<file path="src/rtl/dsnp_pkg.sv">
// shared types and constants for the decimal string number parser
`default_nettype none

package dsnp_pkg;

  localparam int ACC_WIDTH_DEF = 32;
  localparam int CHAR_W        = 8;
  localparam int VAL_W         = 32;
  localparam int CNT_W         = 8;
  localparam int OUT_DATA_W    = 2 * VAL_W + CNT_W;

  localparam logic [CHAR_W-1:0] CH_ZERO  = 8'h30;
  localparam logic [CHAR_W-1:0] CH_NINE  = 8'h39;
  localparam logic [CHAR_W-1:0] CH_MINUS = 8'h2D;
  localparam logic [CHAR_W-1:0] CH_DOT   = 8'h2E;

  typedef enum logic [1:0] {
    PH_SEEK = 2'd0,
    PH_INT  = 2'd1,
    PH_FRAC = 2'd2,
    PH_DONE = 2'd3
  } phase_t;

  typedef struct packed {
    logic              valid;
    logic              last;
    logic [CHAR_W-1:0] code;
  } char_slot_t;

endpackage

`default_nettype wire

</file>
<file path="src/rtl/dsnp_in_reg.sv">
// input register stage holding one character between the slave port and the parser core
`default_nettype none

module dsnp_in_reg (
  input  wire logic                       clk,
  input  wire logic                       rst_n,
  input  wire logic                       in_tvalid,
  output logic                            in_tready,
  input  wire logic [dsnp_pkg::CHAR_W-1:0] in_tdata,
  input  wire logic                       in_tlast,
  input  wire logic                       take,
  output dsnp_pkg::char_slot_t            slot
);

  dsnp_pkg::char_slot_t slot_r;
  dsnp_pkg::char_slot_t slot_nxt;

  assign in_tready = !slot_r.valid || take;
  assign slot      = slot_r;

  always_comb begin
    slot_nxt = slot_r;
    if (in_tready) begin
      slot_nxt.valid = in_tvalid;
      slot_nxt.last  = in_tlast;
      slot_nxt.code  = in_tdata;
    end
  end

  always_ff @(posedge clk) begin
    if (!rst_n) begin
      slot_r.valid <= 1'b0;
    end else begin
      slot_r.valid <= slot_nxt.valid;
    end
    slot_r.last <= slot_nxt.last;
    slot_r.code <= slot_nxt.code;
  end

endmodule

`default_nettype wire

</file>
<file path="src/rtl/dsnp_core.sv">
// parse step, accumulator state and result register
`default_nettype none

module dsnp_core #(
  parameter int ACC_WIDTH = dsnp_pkg::ACC_WIDTH_DEF
) (
  input  wire logic                          clk,
  input  wire logic                          rst_n,
  input  wire dsnp_pkg::char_slot_t          slot,
  output logic                               take,
  output logic                               out_tvalid,
  input  wire logic                          out_tready,
  output logic [dsnp_pkg::OUT_DATA_W-1:0]    out_tdata,
  output logic                               out_tuser
);

  dsnp_pkg::phase_t phase_r, phase_nxt;
  logic [ACC_WIDTH-1:0]         int_acc_r, int_acc_nxt, int_step;
  logic [ACC_WIDTH-1:0]         frac_acc_r, frac_acc_nxt, frac_step;
  logic [dsnp_pkg::CNT_W-1:0]   frac_cnt_r, frac_cnt_nxt, frac_cnt_step;
  logic                         sign_r, sign_nxt, sign_step;
  logic [ACC_WIDTH-1:0]         digit;
  logic                         is_digit;
  logic                         out_free;
  logic                         out_load;
  logic                         out_valid_r;
  logic                         neg_r;
  logic [dsnp_pkg::VAL_W-1:0]   int_out_r, frac_out_r, int_trim, frac_trim;
  logic [dsnp_pkg::CNT_W-1:0]   cnt_out_r;
  dsnp_pkg::phase_t             phase_step;

  assign out_free = !out_valid_r || out_tready;
  assign take     = slot.valid && (!slot.last || out_free);
  assign out_load = take && slot.last;

  assign is_digit = (slot.code >= dsnp_pkg::CH_ZERO) && (slot.code <= dsnp_pkg::CH_NINE);
  assign digit    = {{(ACC_WIDTH-4){1'b0}}, slot.code[3:0]};
  assign int_step  = (int_acc_r << 3) + (int_acc_r << 1) + digit;
  assign frac_step = (frac_acc_r << 3) + (frac_acc_r << 1) + digit;

  always_comb begin
    phase_step    = phase_r;
    int_acc_nxt   = int_acc_r;
    frac_acc_nxt  = frac_acc_r;
    frac_cnt_step = frac_cnt_r;
    sign_step     = sign_r;
    unique case (phase_r)
      dsnp_pkg::PH_SEEK: begin
        if (is_digit) begin
          int_acc_nxt = int_step;
          phase_step  = dsnp_pkg::PH_INT;
        end else if (slot.code == dsnp_pkg::CH_MINUS) begin
          sign_step  = 1'b1;
          phase_step = dsnp_pkg::PH_INT;
        end
      end
      dsnp_pkg::PH_INT: begin
        if (is_digit) begin
          int_acc_nxt = int_step;
        end else if (slot.code == dsnp_pkg::CH_DOT) begin
          phase_step = dsnp_pkg::PH_FRAC;
        end else begin
          phase_step = dsnp_pkg::PH_DONE;
        end
      end
      dsnp_pkg::PH_FRAC: begin
        if (is_digit) begin
          frac_acc_nxt  = frac_step;
          frac_cnt_step = frac_cnt_r + 1'b1;
        end else if (slot.code != dsnp_pkg::CH_DOT) begin
          phase_step = dsnp_pkg::PH_DONE;
        end
      end
      dsnp_pkg::PH_DONE: begin
      end
      default: begin
      end
    endcase
  end

  // values after this character, before the end-of-string clear
  generate
    if (ACC_WIDTH >= dsnp_pkg::VAL_W) begin : g_trim
      assign int_trim  = int_acc_nxt[dsnp_pkg::VAL_W-1:0];
      assign frac_trim = frac_acc_nxt[dsnp_pkg::VAL_W-1:0];
    end else begin : g_ext
      assign int_trim  = {{(dsnp_pkg::VAL_W-ACC_WIDTH){1'b0}}, int_acc_nxt};
      assign frac_trim = {{(dsnp_pkg::VAL_W-ACC_WIDTH){1'b0}}, frac_acc_nxt};
    end
  endgenerate

  always_comb begin
    phase_nxt    = phase_r;
    frac_cnt_nxt = frac_cnt_r;
    sign_nxt     = sign_r;
    if (take) begin
      phase_nxt    = phase_step;
      frac_cnt_nxt = frac_cnt_step;
      sign_nxt     = sign_step;
      if (slot.last) begin
        phase_nxt    = dsnp_pkg::PH_SEEK;
        frac_cnt_nxt = '0;
        sign_nxt     = 1'b0;
      end
    end
  end

  always_ff @(posedge clk) begin
    if (!rst_n) begin
      phase_r    <= dsnp_pkg::PH_SEEK;
      int_acc_r  <= '0;
      frac_acc_r <= '0;
      frac_cnt_r <= '0;
      sign_r     <= 1'b0;
    end else begin
      phase_r    <= phase_nxt;
      frac_cnt_r <= frac_cnt_nxt;
      sign_r     <= sign_nxt;
      if (take) begin
        int_acc_r  <= slot.last ? '0 : int_acc_nxt;
        frac_acc_r <= slot.last ? '0 : frac_acc_nxt;
      end
    end
  end

  always_ff @(posedge clk) begin
    if (!rst_n) begin
      out_valid_r <= 1'b0;
    end else if (out_free) begin
      out_valid_r <= out_load;
    end
    if (out_load) begin
      neg_r      <= sign_step;
      int_out_r  <= int_trim;
      frac_out_r <= frac_trim;
      cnt_out_r  <= frac_cnt_step;
    end
  end

  assign out_tvalid = out_valid_r;
  assign out_tuser  = neg_r;
  assign out_tdata  = {cnt_out_r, frac_out_r, int_out_r};

endmodule

`default_nettype wire

</file>
<file path="src/rtl/decimal_string_number_parser.sv">
// top level of the decimal string number parser
//
// one ascii character per slave transfer on in_tdata, with in_tlast on the
// final character of a string. leading characters are skipped until a digit
// or a minus sign; integer digits accumulate until a dot, fraction digits and
// their count follow, and the first other character ends the number.
// after the final character one master transfer carries the sign on
// out_tuser and integer part, fraction value and fraction digit count on
// out_tdata. the consumer divides the fraction by ten to the count.
// after the final character's transfer, the result passes the input register,
// then the result register.
// throughput: one character per cycle unless a final one waits; the parse
// step is a times-ten shift-add and a compare on the registered character.
// when the receiver stalls, characters that are not final keep flowing;
// a final character waits in the input register until the result register
// is free, and only then is in_tready held low.
// reset clears the parse state and both valid flags; no result is pending.
`default_nettype none

module decimal_string_number_parser #(
  parameter int ACC_WIDTH = dsnp_pkg::ACC_WIDTH_DEF
) (
  input  wire logic                           clk,
  input  wire logic                           rst_n,
  input  wire logic                           in_tvalid,
  output logic                                in_tready,
  input  wire logic [dsnp_pkg::CHAR_W-1:0]    in_tdata,   // char_code
  input  wire logic                           in_tlast,
  output logic                                out_tvalid,
  input  wire logic                           out_tready,
  // integer_part, fraction_value, fraction_digits
  output logic [dsnp_pkg::OUT_DATA_W-1:0]     out_tdata,
  output logic                                out_tuser   // negative
);

  dsnp_pkg::char_slot_t slot;
  logic                 take;

  dsnp_in_reg u_in_reg (
    .clk       (clk),
    .rst_n     (rst_n),
    .in_tvalid (in_tvalid),
    .in_tready (in_tready),
    .in_tdata  (in_tdata),
    .in_tlast  (in_tlast),
    .take      (take),
    .slot      (slot)
  );

  dsnp_core #(
    .ACC_WIDTH (ACC_WIDTH)
  ) u_core (
    .clk        (clk),
    .rst_n      (rst_n),
    .slot       (slot),
    .take       (take),
    .out_tvalid (out_tvalid),
    .out_tready (out_tready),
    .out_tdata  (out_tdata),
    .out_tuser  (out_tuser)
  );

endmodule

`default_nettype wire

</file>
<file path="config.mk">
export PLATFORM = sky130hd
export DESIGN_NAME = decimal_string_number_parser
export DESIGN_NICKNAME = d
export VERILOG_FILES = /design/src/rtl/dsnp_pkg.sv /design/src/rtl/dsnp_in_reg.sv /design/src/rtl/dsnp_core.sv /design/src/rtl/decimal_string_number_parser.sv
export SDC_FILE = /design/constraint.sdc
export NUM_CORES = 1
export LEC_CHECK = 0
export CAP_MARGIN = 25
export CELL_PAD_IN_SITES_DETAIL_PLACEMENT = 1
export CELL_PAD_IN_SITES_GLOBAL_PLACEMENT = 2
export CORE_ASPECT_RATIO = 1.4
export CORE_MARGIN = 1
export CORE_UTILIZATION = 26
export CTS_BUF_LIST = sky130_fd_sc_hd__clkbuf_2
export DETAILED_ROUTE_END_ITERATION = 10
export DONT_BUFFER_PORTS = 1
export PLACE_DENSITY_LB_ADDON = 0.1
export SYNTH_ARGS = -nofsm -noshare
export SYNTH_HDL_FRONTEND = slang
export SYNTH_HIERARCHICAL = 1
export SYNTH_SLANG_ARGS = --single-unit
</file>
<file path="constraint.sdc">
create_clock -name clk -period 8.52 [get_ports clk]
set_input_delay 0.426 -clock clk [delete_from_list [all_inputs] [get_ports clk]]
set_output_delay 0.426 -clock clk [all_outputs]
set_load 0.03 [all_outputs]
</file>
-- Word level (Yosys, flattened, before mapping)
Index checks and enable logic that the tools add are counted.
- $add $sub $neg: 5
- magnitude comparators: 2
- eq/ne operators: 9
- multiplexer cells: 21
- reductions and logical operators: 13
- operators by type and width (operator ; number):
    two-way mux 32 bit ; 6
    adder 32 bit ; 2
    adder 32 x 4 -> 32 bit ; 2
    two-way mux 8 bit ; 3
    == test 8 x 6 -> 1 bit, second input constant ; 2
    two-way mux 2 bit ; 6
    adder 8 x 1 -> 8 bit, second input constant ; 1
    greater-or-equal comparator 8 x 6 -> 1 bit, second input constant ; 1
    <= comparator 8 x 6 -> 1 bit, second input constant ; 1
    inequality test 8 x 6 -> 1 bit, second input constant ; 1
    inequality test 3 bit, second input constant ; 2
    one-hot mux 2 bit (3 select lines) ; 1
    AND reduction 6 bit ; 1
    two-way mux 1 bit ; 5
    inequality test 4 x 2 -> 1 bit, second input constant ; 1
    nonzero test 4 bit ; 1
    logical AND 1 bit ; 3
    logical NOT 1 bit ; 3
    logical OR 1 bit ; 3
    inequality test 3 x 2 -> 1 bit, second input constant ; 1
    == test 2 x 1 -> 1 bit, second input constant ; 1
    == test 2 bit, second input constant ; 1
    logical NOT 2 bit ; 1
    OR reduction 2 bit ; 1
- register bits: 159
- input port bits: 13
- output and inout bits: 75
- logic and storage cells: 63

-- Depth between registers and ports, before layout
- word-level depth: 5
- mapped depth: 13
- depth with buffers taken out: 13

-- By module
The synthesis kept the hierarchy.
- by module, submodules not included (module ; instances ; cells each ; area each (um^2) ; seq. area each (um^2)):
    dsnp_core ; 1 ; 1053 ; 9783.1 ; 3713.6
    dsnp_in_reg ; 1 ; 13 ; 319.1 ; 290.3

-- Least setup slack after synthesis
Ideal clock, no wire load.
- path kind: reg2reg
- start point: register u_in_reg.slot_r, in the netlist u_in_reg/slot[3]
- end point: register u_core/int_out_r[30] in the netlist's numbering (data pin)
- library setup time: 0.260 ns
- data arrival time: 3.194 ns
- required time: 8.260 ns
- setup slack: 5.066 ns
- cell stages (with the launch flop): 13
- buffers on the path: 0
- clock period less this slack: 3.454 ns
- cell sequence: edfxtp_1 inv_1 fa_1 inv_1 fa_1 a211oi_1 o21a_1 a21oi_1 o21a_1 a221o_1 a41o_1 xor2_1 mux2_2
- longest elaborated chain between the ends: 4
- elaborated cells on any way between the ends: 6
- classes of those cells: 1 x add/sub; 2 x order compare; 2 x mux; 1 x reduce/logical
- ends and longest elaborated chain (item ; RTL line ; RTL):
    start, declared ; dsnp_in_reg.sv:15 ; dsnp_pkg::char_slot_t slot_r;
    parallel branches: the longest is 2 deep, another holds adder 32 x 4 -> 32 bit ; - ;
    two-way mux 32 bit * ; dsnp_core.sv:49, dsnp_core.sv:58 ;
    two-way mux 32 bit * ; - ;
    named net u_core.int_acc_nxt[30] ; dsnp_core.sv:18 ; logic [ACC_WIDTH-1:0] int_acc_r, int_acc_nxt, int_step;
    end signal, assigned ; dsnp_core.sv:134 ; int_out_r <= int_trim;
    end, declared ; dsnp_core.sv:28 ; logic [dsnp_pkg::VAL_W-1:0] int_out_r, frac_out_r, int_trim, frac_trim;
Mark *: on every way through the listed nets, which the timed path passes.
A chain may end at the register's enable or synchronous reset.

-- Final worst setup path
Same ends and word-level chain as after synthesis.

==> results_dict.tcl <==
set metrics [dict create \
    cp_top_family "compound AO/OA/AOI/OAI gates" \
    grt_pass1_vias 8683 \
    max_freq_mhz 263 \
    fp.dieW_microns 169 \
    fin_crit_ps 3810 \
    htreeDepth 4 \
    synth-seq-area-share_pct 39.6 \
    grt_use_total_pct 16.4 \
    critPathRequiredTime_ps 9150 \
    rows 85 \
    drc_errors 0 \
    tns_ps 0 \
    crit_type "flop to flop" \
    initial_utilization_pct 26.3 \
    final_cells 1601 \
    cpMaxStageDelayCell "fa_1" \
    place_congestion 0.790 \
    holdWs_ps 176 \
    place_inst 1553 \
    hold_viol_final 0 \
    clk_latency_ps 860 \
    place_ws_ps 4740 \
    startpoint_type "flop" \
    clkTransAtPathRegs_ps 270 \
    wl_per_cell_microns 19.5 \
    cts_max_path_buffers 2 \
    design_area_sq_um 11100 \
    drive_gt1_share_pct 6.86 \
    ant_nets 0 \
    grt_pass1_wl_microns 49600 \
    path_cells "inv_1 -> fa_1 -> inv_1 -> fa_1 -> a211oi_1 -> o21a_1 -> a21oi_1 -> o21a_1 -> a221o_1 -> a41o_1 -> xor2_1 -> mux2_2" \
    io_buffers 0 \
    synth_nets 1203 \
    synthFlopType "edfxtp_1" \
    fin_crit_sh_pct 44.7 \
    vias 7840 \
    netlist_area_sq_um 10100 \
    wl_microns 31200 \
    hold_path.class "input port to flop" \
    finalMaxSlewViolations 0 \
    setup_ws_ps 4710 \
    cts_sinks 159 \
    power.total_mw 1.36 \
    overflow 0 \
    worst_ep_arrival_time_ps 4440 \
    status "complete, no violations" \
    synth-async-reset-ratio_pct 0 \
    ys_warn_count 6 \
    crit_path_max_fanout 3 \
    end_kind "flop" \
    grt_max_degree 49 \
    synth-seq-cells 159 \
    final_nets 1202 \
    synth.distinct_cells 68 \
    clockRootBuffer "clkbuf_2" \
    synthCells 1066 \
    avgSynthCellArea_sq_um 9.48 \
    dpl-instance-area_sq_um 10700 \
    core_sq_um 38400 \
    slew_headroom_pct 40.5 \
    critPathMaxStageDelay_ps 540 \
    path_buf_inv 2 \
    hpwl_microns 23000 \
    vdd_drop_max_mv 0.0581 \
    p_leak_nw 4.75 \
    setup_violations 0 \
    die-area_sq_um 39700 \
    area_growth_pct 9.90 \
    ios 88 \
    rsz0062_at_grt "no" \
    synth_edf_count 82 \
    cts_tree "done" \
    maxCapViolations 0 \
    cts_buffers 17 \
    drt-pass1-iter-count 4 \
    chipHeight_microns 235 \
    drt_iter0_drc 234 \
    vias_per_cell 4.90 \
    fin_skew_ps 44.6 \
    worstMarginPinSlew_ps 893 \
    fin_util_pct 28.9 \
    power.density_nw_per_um2 123 \
    grt_antenna_before_repair 1 \
]
-- area by class of cell --
class,count,area [sq um]
inverter,22,83.8
tap,522,653
sequential,159,4000
clock buffer,17,85.1
multi-input combinational,839,5850
antenna,1,2.50
timing repair buffer,26,253
fill,4398,27300
clock inverter,15,169
-- repair_timing --
action	4_1_cts	5_1_grt
buffers inserted	0	0
resized for setup	0	0
hold endpoints to repair	63	0
hold buffers	14	0
-- worst register-to-register path, stage by stage (launching register included) --
cell	delay, ps
edfxtp_1	420
inv_1	110
fa_1	540
inv_1	70
fa_1	480
a211oi_1	270
o21a_1	220
a21oi_1	140
o21a_1	250
a221o_1	410
a41o_1	270
xor2_1	150
mux2_2	260
-- kinds of logic after synthesis --
| logic type | count (synthesis) | share of synthesized area, % |
|---|---|---|
| buf+inv | 68 | 2.55 |
| mux | 10 | 1.11 |
| flops | 159 | 39.6 |
| fa+ha+maj | 124 | 15.7 |
| xor+xnor | 60 | 5.20 |
| simple gates | 346 | 16.1 |
| compound gates | 299 | 19.7 |
-- Yosys cell counts (all sizes together) (22+ instances only) --
library cell,instances,area (sq um)
nand2,178,668
ha,120,1500
edfxtp,82,2460
dfxtp,77,1540
o21ai,73,365
a21oi,67,343
nor2b,43,269
clkbuf,41,154
nor2,39,146
xnor2,36,315
a21o,29,218
a22oi,26,195
xor2,24,210
a22o,23,201
inv,22,82.6
-- sequential cells by signal, indices dropped and copies added, names as in the netlist, 2 cells and up --
name and count:
u_core/phase_r 2, u_in_reg/slot 10, u_core/int_out_r 32, u_core/frac_out_r 32
u_core/frac_acc_r 32, u_core/frac_cnt_r 8, u_core/int_acc_r 32, u_core/cnt_out_r 8
-- power by group --
part           leakage [nW]  switching [mW]  internal (mW)  total, mW
Clock                 0.148           0.334          0.123      0.456
Sequential             1.43          0.0292          0.820      0.849
Combinational          3.16          0.0431         0.0165     0.0595
Total                  4.75           0.406          0.959       1.36
-- metal layers --
metal	up-vias	routed length, microns	global-route usage [%]
li1	3900	-	-
met1	3801	12900	17.9
met3	38	629	2.47
met4	0	788	6.09
met5	-	0	0
met2	101	16900	31.4
-- layout by cell type, fill, tap and decap left out, types with 6 or more instances in the layout --
cell           Yosys  routed
a211oi_1          14      14
a21o_1            29      29
a21oi_1           65      65
a22o_1            23      23
a22oi_1           26      26
and2_1             8       8
and3_1            11      11
buf_4              0      11
clkbuf_2           0      17
dfxtp_1           77      77
dlygate4sd3_1      0      13
edfxtp_1          82      82
ha_1             120     120
inv_1             22      21
inv_6              0       6
mux2_2             9       9
nand2_1          178     177
nand3_1           12      12
nand4_1           13      13
nor2_1            39      37
nor2b_1           43      43
nor3_1            10      10
nor4_1             6       6
o211ai_1           9       9
o21a_1            12      12
o21ai_0           64      63
o21ai_1            9       9
o21bai_1           9       9
xnor2_1           36      36
xor2_1            24      24
-- path summary, 6_finish.rpt --
| kind | start | end | slack (ps) | depth (start not counted) |
|---|---|---|---|---|
| setup / recovery | u_in_reg/slot[3] | u_core/int_out_r[30] | 4710 | 12 |
| hold / removal | in_tdata[7] | u_in_reg/slot[7] | 180 | 1 |
| setup reg to reg | u_in_reg/slot[3] | u_core/int_out_r[30] | 4710 | 12 |
| hold reg to reg | u_core/int_acc_r[31] | u_core/int_acc_r[31] | 460 | 2 |
(Power assumes the default switching activity.)
